<file path="config.mk">
export PLATFORM = sky130hd
export DESIGN_NAME = raw_bytes_to_double_decoder_core
export DESIGN_NICKNAME = d
export VERILOG_FILES = /design/src/rtl/rbd_pkg.sv /design/src/rtl/rbd_norm.sv /design/src/rtl/raw_bytes_to_double_decoder_core.sv
export VERILOG_INCLUDE_DIRS = /design/src /design/src/rtl
export SDC_FILE = /design/constraint.sdc
export NUM_CORES = 1
export LEC_CHECK = 0
export ABC_AREA = 1
export ABC_CLOCK_PERIOD_IN_PS = 16400
export BUFFER_PORTS_ARGS = -buffer_cell sky130_fd_sc_hd__clkbuf_2
export CAP_MARGIN = 20
export CORE_ASPECT_RATIO = 1.2
export CORE_MARGIN = 4
export CORE_UTILIZATION = 35
export DETAILED_ROUTE_END_ITERATION = 10
export MAX_ROUTING_LAYER = met4
export PLACE_DENSITY = 0.52
export SLEW_MARGIN = 15
export SYNTH_ARGS = -nofsm -noshare
export SYNTH_HDL_FRONTEND = slang
export SYNTH_SLANG_ARGS = --single-unit
</file>
<file path="constraint.sdc">
create_clock -name clk_i -period 16.4 [get_ports clk_i]
set_clock_uncertainty 0.05 [all_clocks]
set_input_delay 2.46 -clock clk_i [delete_from_list [all_inputs] [get_ports clk_i]]
set_output_delay 2.46 -clock clk_i [all_outputs]
set_load 0.02 [all_outputs]
</file>
<file path="src/rtl/raw_bytes_to_double_decoder_core_assert.svh">
// Assertion macros for the raw byte to double decoder
`ifndef RAW_BYTES_TO_DOUBLE_DECODER_CORE_ASSERT_SVH
`define RAW_BYTES_TO_DOUBLE_DECODER_CORE_ASSERT_SVH
`ifndef SYNTH
`define RBD_ASSERT(lbl, clk, rst_n, prop, msg) \
  lbl: assert property (@(posedge clk) disable iff (!rst_n) prop) else $error(msg);
`define RBD_ASSERT_RST(lbl, clk, prop, msg) \
  lbl: assert property (@(posedge clk) prop) else $error(msg);
`else
`define RBD_ASSERT(lbl, clk, rst_n, prop, msg)
`define RBD_ASSERT_RST(lbl, clk, prop, msg)
`endif
`endif

</file>
<file path="src/rtl/rbd_pkg.sv">
// Shared types and constants for the raw byte to double decoder
`timescale 1ns / 1ps
package rbd_pkg;
  localparam int unsigned DataW = 64;
  localparam int unsigned CntW  = 4;
  localparam int unsigned PosW  = 6;

  typedef enum logic [1:0] {
    KIND_INT    = 2'd0,
    KIND_SINGLE = 2'd1,
    KIND_PASS   = 2'd2
  } kind_e;

  function automatic logic [PosW-1:0] top_bit(input logic [DataW-1:0] v);
    logic [PosW-1:0] p;
    p = '0;
    for (int i = 0; i < DataW; i++) begin
      if (v[i]) p = PosW'(i);
    end
    return p;
  endfunction
endpackage

</file>
<file path="src/rtl/rbd_norm.sv">
// Normalise/round ints, widen singles, pass doubles to binary64 in three stages
`timescale 1ns / 1ps
module rbd_norm (
  input  logic                       clk_i,
  input  logic                       rst_ni,
  input  logic                       adv_i,
  input  logic                       vld_i,
  input  logic [rbd_pkg::DataW-1:0]  mag_i,
  input  logic                       neg_i,
  input  rbd_pkg::kind_e             kind_i,
  input  logic [rbd_pkg::DataW-1:0]  raw_i,
  output logic                       vld_o,
  output logic [rbd_pkg::DataW-1:0]  bits_o
);
  import rbd_pkg::*;
  `include "raw_bytes_to_double_decoder_core_assert.svh"

  logic             v1_q, v2_q, v3_q;
  logic [DataW-1:0] mag1_q, raw1_q, sh2_q, raw2_q, bits3_q;
  logic             neg1_q, neg2_q, nz1_q, nz2_q;
  kind_e            kind1_q, kind2_q;
  logic [PosW-1:0]  p1_q, p2_q;
  logic [PosW-1:0]  p1_d;
  logic [DataW-1:0] sh2_d, bits3_d;

  assign p1_d = top_bit(mag_i);

  always_ff @(posedge clk_i or negedge rst_ni) begin
    if (!rst_ni) begin
      v1_q <= 1'b0;
      v2_q <= 1'b0;
      v3_q <= 1'b0;
    end else if (adv_i) begin
      v1_q <= vld_i;
      v2_q <= v1_q;
      v3_q <= v2_q;
    end
  end

  always_ff @(posedge clk_i) begin
    if (adv_i) begin
      mag1_q  <= mag_i;
      raw1_q  <= raw_i;
      neg1_q  <= neg_i;
      kind1_q <= kind_i;
      p1_q    <= p1_d;
      nz1_q   <= |mag_i;
      sh2_q   <= sh2_d;
      raw2_q  <= raw1_q;
      neg2_q  <= neg1_q;
      kind2_q <= kind1_q;
      p2_q    <= p1_q;
      nz2_q   <= nz1_q;
      bits3_q <= bits3_d;
    end
  end

  // left-justify so the leading one sits at bit 63
  assign sh2_d = mag1_q << (PosW'(DataW - 1) - p1_q);

  logic [52:0]  kept;
  logic [53:0]  rnd;
  logic         lsb, grd, stk;
  logic [10:0]  ex;
  logic [51:0]  frac;
  logic [31:0]  f;
  logic [22:0]  m;
  logic [7:0]   e;

  always_comb begin
    kept = sh2_q[63:11];
    lsb  = sh2_q[11];
    grd  = sh2_q[10];
    stk  = |sh2_q[9:0];
    rnd  = {1'b0, kept} + 54'((grd && (stk || lsb)) ? 1 : 0);
    ex   = 11'(p2_q) + 11'd1023 + 11'(rnd[53]);
    frac = rnd[53] ? rnd[52:1] : rnd[51:0];
    f    = raw2_q[31:0];
    m    = f[22:0];
    e    = f[30:23];
    case (kind2_q)
      KIND_PASS: bits3_d = raw2_q;
      KIND_SINGLE: begin
        if (e == 8'hff) begin
          bits3_d = {f[31], 11'h7ff, (m == 23'd0) ? 52'd0 : {1'b1, m[21:0], 29'd0}};
        end else if (e == 8'd0) begin
          // sh2 holds the subnormal mantissa left-justified; p2 is its top bit
          bits3_d = (m == 23'd0) ? {f[31], 63'd0}
                  : {f[31], 11'(p2_q) + 11'd874, sh2_q[62:11]};
        end else begin
          bits3_d = {f[31], 11'(e) + 11'd896, m, 29'd0};
        end
      end
      default: bits3_d = nz2_q ? {neg2_q, ex, frac} : '0;
    endcase
  end

  assign vld_o  = v3_q;
  assign bits_o = bits3_q;

  `RBD_ASSERT(a_zero_int, clk_i, rst_ni, (adv_i && v2_q && kind2_q == KIND_INT && !nz2_q) |=> (bits3_q == '0), "zero integer must give +0.0")
  `RBD_ASSERT(a_hold, clk_i, rst_ni, (!adv_i) |=> ($stable(v3_q) && $stable(bits3_q)), "stalled stage moved")
  `RBD_ASSERT(a_pass, clk_i, rst_ni, (adv_i && v2_q && kind2_q == KIND_PASS) |=> (bits3_q == $past(raw2_q)), "double pass-through altered")
endmodule

</file>
<file path="src/rtl/raw_bytes_to_double_decoder_core.sv">
// Top level: raw little-endian sample bytes to binary64 bits
// Pipeline: four register stages from accepted input to result valid (decode, find top bit,
// shift, round/pack); the last of the four register stages drives the output.
// Throughput: one transaction per cycle; the whole pipe holds on output stall.
// Reset: asynchronous active-low rst_ni clears all valid bits; data is not reset.
`timescale 1ns / 1ps
module raw_bytes_to_double_decoder_core (
  input  logic                      clk_i,
  input  logic                      rst_ni,
  input  logic                      valid_i,
  output logic                      stall_o,
  input  logic [rbd_pkg::DataW-1:0] raw_bytes_i,
  input  logic [rbd_pkg::CntW-1:0]  byte_count_i,
  input  logic                      float_flag_i,
  input  logic                      signed_flag_i,
  output logic                      valid_o,
  input  logic                      stall_i,
  output logic [rbd_pkg::DataW-1:0] double_bits_o
);
  import rbd_pkg::*;
  `include "raw_bytes_to_double_decoder_core_assert.svh"

  logic             adv;
  logic             v0_q;
  logic [DataW-1:0] mag0_q, raw0_q;
  logic             neg0_q;
  kind_e            kind0_q;
  logic [3:0]       cnt;
  logic [DataW-1:0] mask, v, mag_d;
  logic             neg_d, sgn_ok;
  kind_e            kind_d;

  assign adv     = !(valid_o && stall_i);
  assign stall_o = !adv;

  always_comb begin
    cnt = (byte_count_i > 4'd8) ? 4'd8 : byte_count_i;
    for (int i = 0; i < 8; i++) mask[8*i +: 8] = (4'(i) < cnt) ? 8'hff : 8'h00;
    v      = raw_bytes_i & mask;
    neg_d  = 1'b0;
    mag_d  = v;
    kind_d = KIND_INT;
    sgn_ok = (cnt == 4'd1 && v[7]) || (cnt == 4'd2 && v[15])
          || (cnt == 4'd4 && v[31]) || (cnt == 4'd8 && v[63]);
    if (float_flag_i) begin
      if (cnt == 4'd4) begin
        kind_d = KIND_SINGLE;
        mag_d  = {41'd0, v[22:0]};
      end else if (cnt == 4'd8) begin
        kind_d = KIND_PASS;
      end
    end else if (signed_flag_i && sgn_ok) begin
      neg_d = 1'b1;
      mag_d = '0 - (v | ~mask);
    end
  end

  always_ff @(posedge clk_i or negedge rst_ni) begin
    if (!rst_ni) v0_q <= 1'b0;
    else if (adv) v0_q <= valid_i;
  end

  always_ff @(posedge clk_i) begin
    if (adv) begin
      mag0_q  <= mag_d;
      raw0_q  <= v;
      neg0_q  <= neg_d;
      kind0_q <= kind_d;
    end
  end

  rbd_norm u_norm (
    .clk_i  (clk_i),
    .rst_ni (rst_ni),
    .adv_i  (adv),
    .vld_i  (v0_q),
    .mag_i  (mag0_q),
    .neg_i  (neg0_q),
    .kind_i (kind0_q),
    .raw_i  (raw0_q),
    .vld_o  (valid_o),
    .bits_o (double_bits_o)
  );

  `RBD_ASSERT(a_stall_link, clk_i, rst_ni, stall_o |-> (valid_o && stall_i), "input stalled without output stall")
  `RBD_ASSERT(a_out_hold, clk_i, rst_ni, (valid_o && stall_i) |=> (valid_o && $stable(double_bits_o)), "stalled result changed")
  `RBD_ASSERT_RST(a_rst_clear, clk_i, !rst_ni |=> !v0_q, "valid not cleared in reset")
endmodule

</file>
**Yosys cells after proc, flatten, opt, wreduce, memory -nomap -nowiden**

Cells that the tools add are included.

- Register bits: 475
- Output and inout bits: 66
- Memories kept: 0
- Input bits: 74
- ROM bits: 0
- Bits in latches: 0
- Word-level logic and storage cells: 161
- RAM bits: 0

- Reduce and logical (&&, ||, !) cells: 21
- Multiplexer cells: 85
- Order comparisons: 9
- Add/sub/neg operators: 7
- Equality and inequality tests: 7
- Shifts and indexed selects: 1
- Divide/modulo/power cells: 0
- $mul: 0
- Bitwise gates (word level): 4

Operators with widths:

| cell | number |
|---|---|
| $mux 64 | 4 |
| $mux 63 | 3 |
| $mux 6 | 30 |
| $pmux 64 s2 | 1 |
| $mux 52 | 2 |
| $mux 5 | 16 |
| $and 64x64->64 | 1 |
| $mux 8 | 8 |
| $not 64->64 | 1 |
| $or 64x64->64 | 1 |
| $reduce_or 64->1 | 1 |
| $shl 64x6->64 | 1 |
| $sub 1x64->64 const A | 1 |
| $add 53x54->54 | 1 |
| $mux 4 | 9 |
| $reduce_or 32->1 | 1 |
| $logic_not 23->1 | 1 |
| $add 6x10->11 const B | 2 |
| $lt 3x4->1 const A | 4 |
| $reduce_or 16->1 | 1 |
| $mux 3 | 4 |
| $add 11x1->11 | 1 |
| $add 8x10->11 const B | 1 |
| $reduce_or 10->1 | 1 |
| other kinds (20) | 38 |

**Longest topological paths before layout**

- Word-level depth: 62
- Depth in mapped cells: 61
- Depth with buffers taken out: 61

**By module**

From an unflattened synthesis, not the netlist that was laid out.

- Cell total of the unflattened synthesis: 3042
- Area total of the unflattened synthesis: 26375.3 um2

Modules (own cells, without submodules):

| module | instances | cells an instance | seq. area each (um2) | area each (um2) |
|---|---|---|---|---|
| rbd_norm | 1 | 2001 | 10284.9 | 18179.9 |
| raw_bytes_to_double_decoder_core | 1 | 1041 | 3958.8 | 8195.4 |

**Least setup slack after synthesis**

Ideal clock, no wire load.

- Path kind: input port to output port
- Start point: input port stall_i
- End point: output port stall_o
- Setup slack: -0.669 ns
- Required time: 13.890 ns
- Stages on the path: 2
- Buffers on the path: 0
- Arrival time: 14.559 ns
- Path through: nand2_1 > inv_1

- Cells in the longest elaborated chain, start to end: 1

RTL lines:

| element | RTL line | text |
|---|---|---|
| from (decl) | raw_bytes_to_double_decoder_core.sv:17 | `input logic stall_i,` |
| $logic_and 1x1->1 | raw_bytes_to_double_decoder_core.sv:33 | `assign adv = !(valid_o && stall_i);` |
| to (decl) | raw_bytes_to_double_decoder_core.sv:11 | `output logic stall_o,` |

Every way passes these cells.

**Final worst setup path**

- Start point: input port byte_count_i[3] (netlist bit)
- End point: register mag0_q[59] (data pin)

- Cells in the longest elaborated chain, start to end: 12
- Elaborated cells between the ends (all ways): 37
- Classes of those cells: add/sub (1); order compare (9); eq/ne (4); mux (12); bitwise (3); reduce/logical (8)

RTL lines:

| element | RTL line | text |
|---|---|---|
| from (decl) | raw_bytes_to_double_decoder_core.sv:13 | `input logic [rbd_pkg::CntW-1:0] byte_count_i,` |
| $gt 4x4->1 | raw_bytes_to_double_decoder_core.sv:37 | `cnt = (byte_count_i > 4'd8) ? 4'd8 : byte_count_i;` |
| $mux 4 * | raw_bytes_to_double_decoder_core.sv:37 |  |
| branches (longest 9 deep; another with $sub 1x64->64) | - |  |
| $mux 64 * | raw_bytes_to_double_decoder_core.sv:45 | `if (float_flag_i) begin` |
| named net mag_d[59] | raw_bytes_to_double_decoder_core.sv:29 | `logic [DataW-1:0] mask, v, mag_d;` |
| to (signal assigned) | raw_bytes_to_double_decoder_core.sv:65 | `mag0_q <= mag_d;` |
| to (decl) | raw_bytes_to_double_decoder_core.sv:25 | `logic [DataW-1:0] mag0_q, raw0_q;` |

Mark *: on every way through the listed nets, which the timed path passes.
A chain may end at the register's enable or synchronous reset.

==> summary.md <==
| Metric | Value |
|---|---|
| Critical Path Sink Type | flop |
| Fmax | approximately 0.14 GHz |
| Crit path required time | ~17 ns |
| GPL Wtd Cong | around 0.96 |
| Sequential fraction of the synthesis area | 55.9% |
| VDD IR max | 0.0966 mV |
| Via/cell ratio | 5.24 |
| Critical path arrival | 7.62 ns |
| Total congestion overflow | 0 |
| Yosys reg bits | approximately 480 |
| P_leak | 11.8 nW |
| Max-cap violations | 0 |
| Fin. max-slew vios | 0 |
| # resized after CTS | 0 |
| Max Root-Sink Buffers | 3 |
| Status | finished, final reports clean |
| Worst skew pair latency | roughly 0.6 ns |
| Port bufs | 139 |
| Clock power frac | 21.2% |
| TritonCTS clock tree | done |
| Top-count cell post-synth | nand2_1 |
| Synth unique cells | 63 |
| Top post-synthesis cells by count | nand2_1, edfxtp_1, o21ai_0 |
| Asr flop ratio synth | less than 1% |
| Slowest stage delay, CP | 0.42 ns |
| # hold bufs at CTS | 0 |
| Syn Inst Count | 2884 |
| Clock sink count | 475 |
| CP max FO | 19 |
| Drt pass-1 iters | 5 |
| Yosys synthesis warning count | 0 |
| Slew headroom | 24.4% |
| Hold WS | 0.357 ns |
| Fin Setup TNS | 0 ns |
| CTS H-tree lvls | 2 |
| Fraction of layout cells with a size suffix above 1 | 11.1% |
| Syn nets | slightly below 3000 |
| RSZ-0062 raised after global routing | false |
| Post-CTS Repair Setup Buffers | 0 |
| Vias in the first global route | 20200 |
| Setup CP Type | input pin to flop |
| Main area contributors after synthesis | edfxtp_1, nand2_1, o21ai_0, inv_1, nor2_1 |
| Delay-heaviest family, CP | simple AND/OR/NAND/NOR gates |
| Avg WL per Cell | 22.4 microns |
| Vias | 20700 |
| IO Count | 140 |
| Die ar. | 77100 sq um |
| CTS buffer count | 51 |
| Die H | 303 microns |
| Die width | 254 microns |
| 1st-iter DRT viols | about 1700 |
| Fin nets | 3056 |
| Setup-failing EPs final | 0 |
| Final worst path period need | 7.36 ns |
| Comb power frac | 36.5% |
| Initial Util | a little over a third |
| Largest net degree at the start of global routing | about 180 |
| Final Power | 5.60 mW |
| Sw Pwr | 2.37 mW |
| Mean Syn Cell Area | ~8.8 sq um |
| Final WL | 88600 microns |
| Power Internal | 3.24 mW |
| Seq pwr share | 42.3% |
| Min-delay worst type | flop to flop |
| CP bufs+invs | 8 |
| Row count | 108 |
| Cell Area, Synth | about 25000 sq um |
| Final Hold Vio Count | 0 |
| Gr usage total | 23.3% |
| Dpl hpwl | 69600 microns |
| Power Density | 194 nW/um^2 |
| Final period util | 44.9% |
| Clock transition at path regs | around 0.07 ns |
| Core footprint | 72200 sq um |
| Initial antenna violation count | 1 |
| Nature of the critical path startpoint | input pin |
| Global-route wire length before repair | 130000 microns |
| Slew @ Worst Pin | 1.13 ns |
| Net Sw Frac | 42.3% |
| Antenna violation net count after detailed routing | 0 |
| Share of the synthesized area in the top cell type | 55.6% |
| Post-route DRC | 0 |
| Critical-path top delay cell | nor4_1 |
| Root Driver | clkbuf_16 |
| Synth Flop Type | edfxtp_1 |
| Post-synth EDFFs | 471 |
| Leading area contributor after synthesis | edfxtp_1 |
| Area Overhead vs Synth | 13.2% |
power by group through the flow:
stage	registers, mW	clock network (mW)	logic [mW]
floorplan	2.34	0	1.23
global placement	2.39	0	2.04
detailed placement	2.40	0	2.03
CTS	2.37	1.21	2.04
global route	2.41	1.26	2.25
finish	2.37	1.19	2.04
registers in the layout (all words and copies together) (netlist names), 2 cells and up:
register,cells
kind0_q,2
mag0_q,64
raw0_q,64
u_norm.bits_o,64
u_norm.kind1_q,2
u_norm.kind2_q,2
u_norm.mag1_q,64
u_norm.p1_q,6
u_norm.p2_q,6
u_norm.raw1_q,64
u_norm.raw2_q,64
u_norm.sh2_q,64
worst register-to-register path, delay by kind of cell (launching register included):
family	cells	cell delay, ns
buffers and inverters	3	0.25
adder cells (fa/ha/maj)	2	0.47
AND/OR/NAND/NOR	22	3.80
XOR/XNOR	1	0.16
flip-flops	1	0.43
AO/OA/AOI/OAI	1	0.09
cells by family (layout without fill, tap and decap cells):
kind of cell               Yosys count  in the layout  synth area share [%]
buffers and inverters              473            605                  6.98
muxes                               19             19                 0.747
DFF                                475            475                  55.9
other                                0              1                     0
adders and majority gates            8              8                 0.393
AOI/OAI and AO/OA                  571            571                  12.8
xor gates and xnor gates            28             28                 0.963
and+or+nand+nor                   1310           1310                  22.2
final timing paths:
kind,from,endpoint,slack [ns],cells past startpoint
hold / removal,u_norm.raw1_q[30]$_DFFE_PN_,u_norm.raw2_q[30]$_DFFE_PN_,0.36,0
setup reg to reg,u_norm.sh2_q[14]$_SDFFCE_PN0N_,u_norm.bits_o[56]$_DFFE_PN_,10.91,29
setup / recovery,byte_count_i[3],mag0_q[59]$_DFFE_PN_,9.04,27
min in group asynchronous,rst_ni,v0_q$_DFFE_PN0N_,1.61,1
hold reg to reg,u_norm.raw1_q[30]$_DFFE_PN_,u_norm.raw2_q[30]$_DFFE_PN_,0.36,0
max in group asynchronous,rst_ni,u_norm.v1_q$_DFFE_PN0N_,14.57,1
routing by layer:
metal	vias up	global-route usage [%]	wire [microns]
met5	-	-	0
met4	0	9.80	4260
met3	175	2.02	3380
met2	619	38.6	42700
met1	9854	29.5	38300
li1	10100	-	-
area by class of cell:
cell class / count / area (sq um)
Multi-Input combinational cell: 1936 / 9470
Antenna cell: 1 / 2.50
Clock buffer: 54 / 1310
Fill cell: 7270 / 43300
Tap cell: 935 / 1170
Inverter: 342 / 1280
Timing Repair Buffer: 168 / 938
Sequential cell: 475 / 14200
Clock inverter: 41 / 419
layout by cell type, fill, tap and decap left out, types with 25 or more instances in the layout:
| master | count |
|---|---|
| nand2_1 | 646 |
| edfxtp_1 | 471 |
| o21ai_0 | 372 |
| inv_1 | 329 |
| nor2_1 | 326 |
| nand3_1 | 172 |
| clkbuf_2 | 139 |
| a21oi_1 | 59 |
| clkbuf_16 | 52 |
| nor3_1 | 49 |
| buf_4 | 27 |
| o22ai_1 | 25 |
metrics by stage:
step	worst slack (ns)	std cells	instance area, sq um	utilization, %
final	9.04	3952	28800	40.0
after global routing	8.35	3952	28800	40.0
after global placement	8.65	3855	27100	37.5
after detailed placement	8.54	3855	27100	37.5
after CTS	9.16	3950	28800	39.9
after floorplan	4.55	2884	25500	-
(Power assumes the default switching activity.)
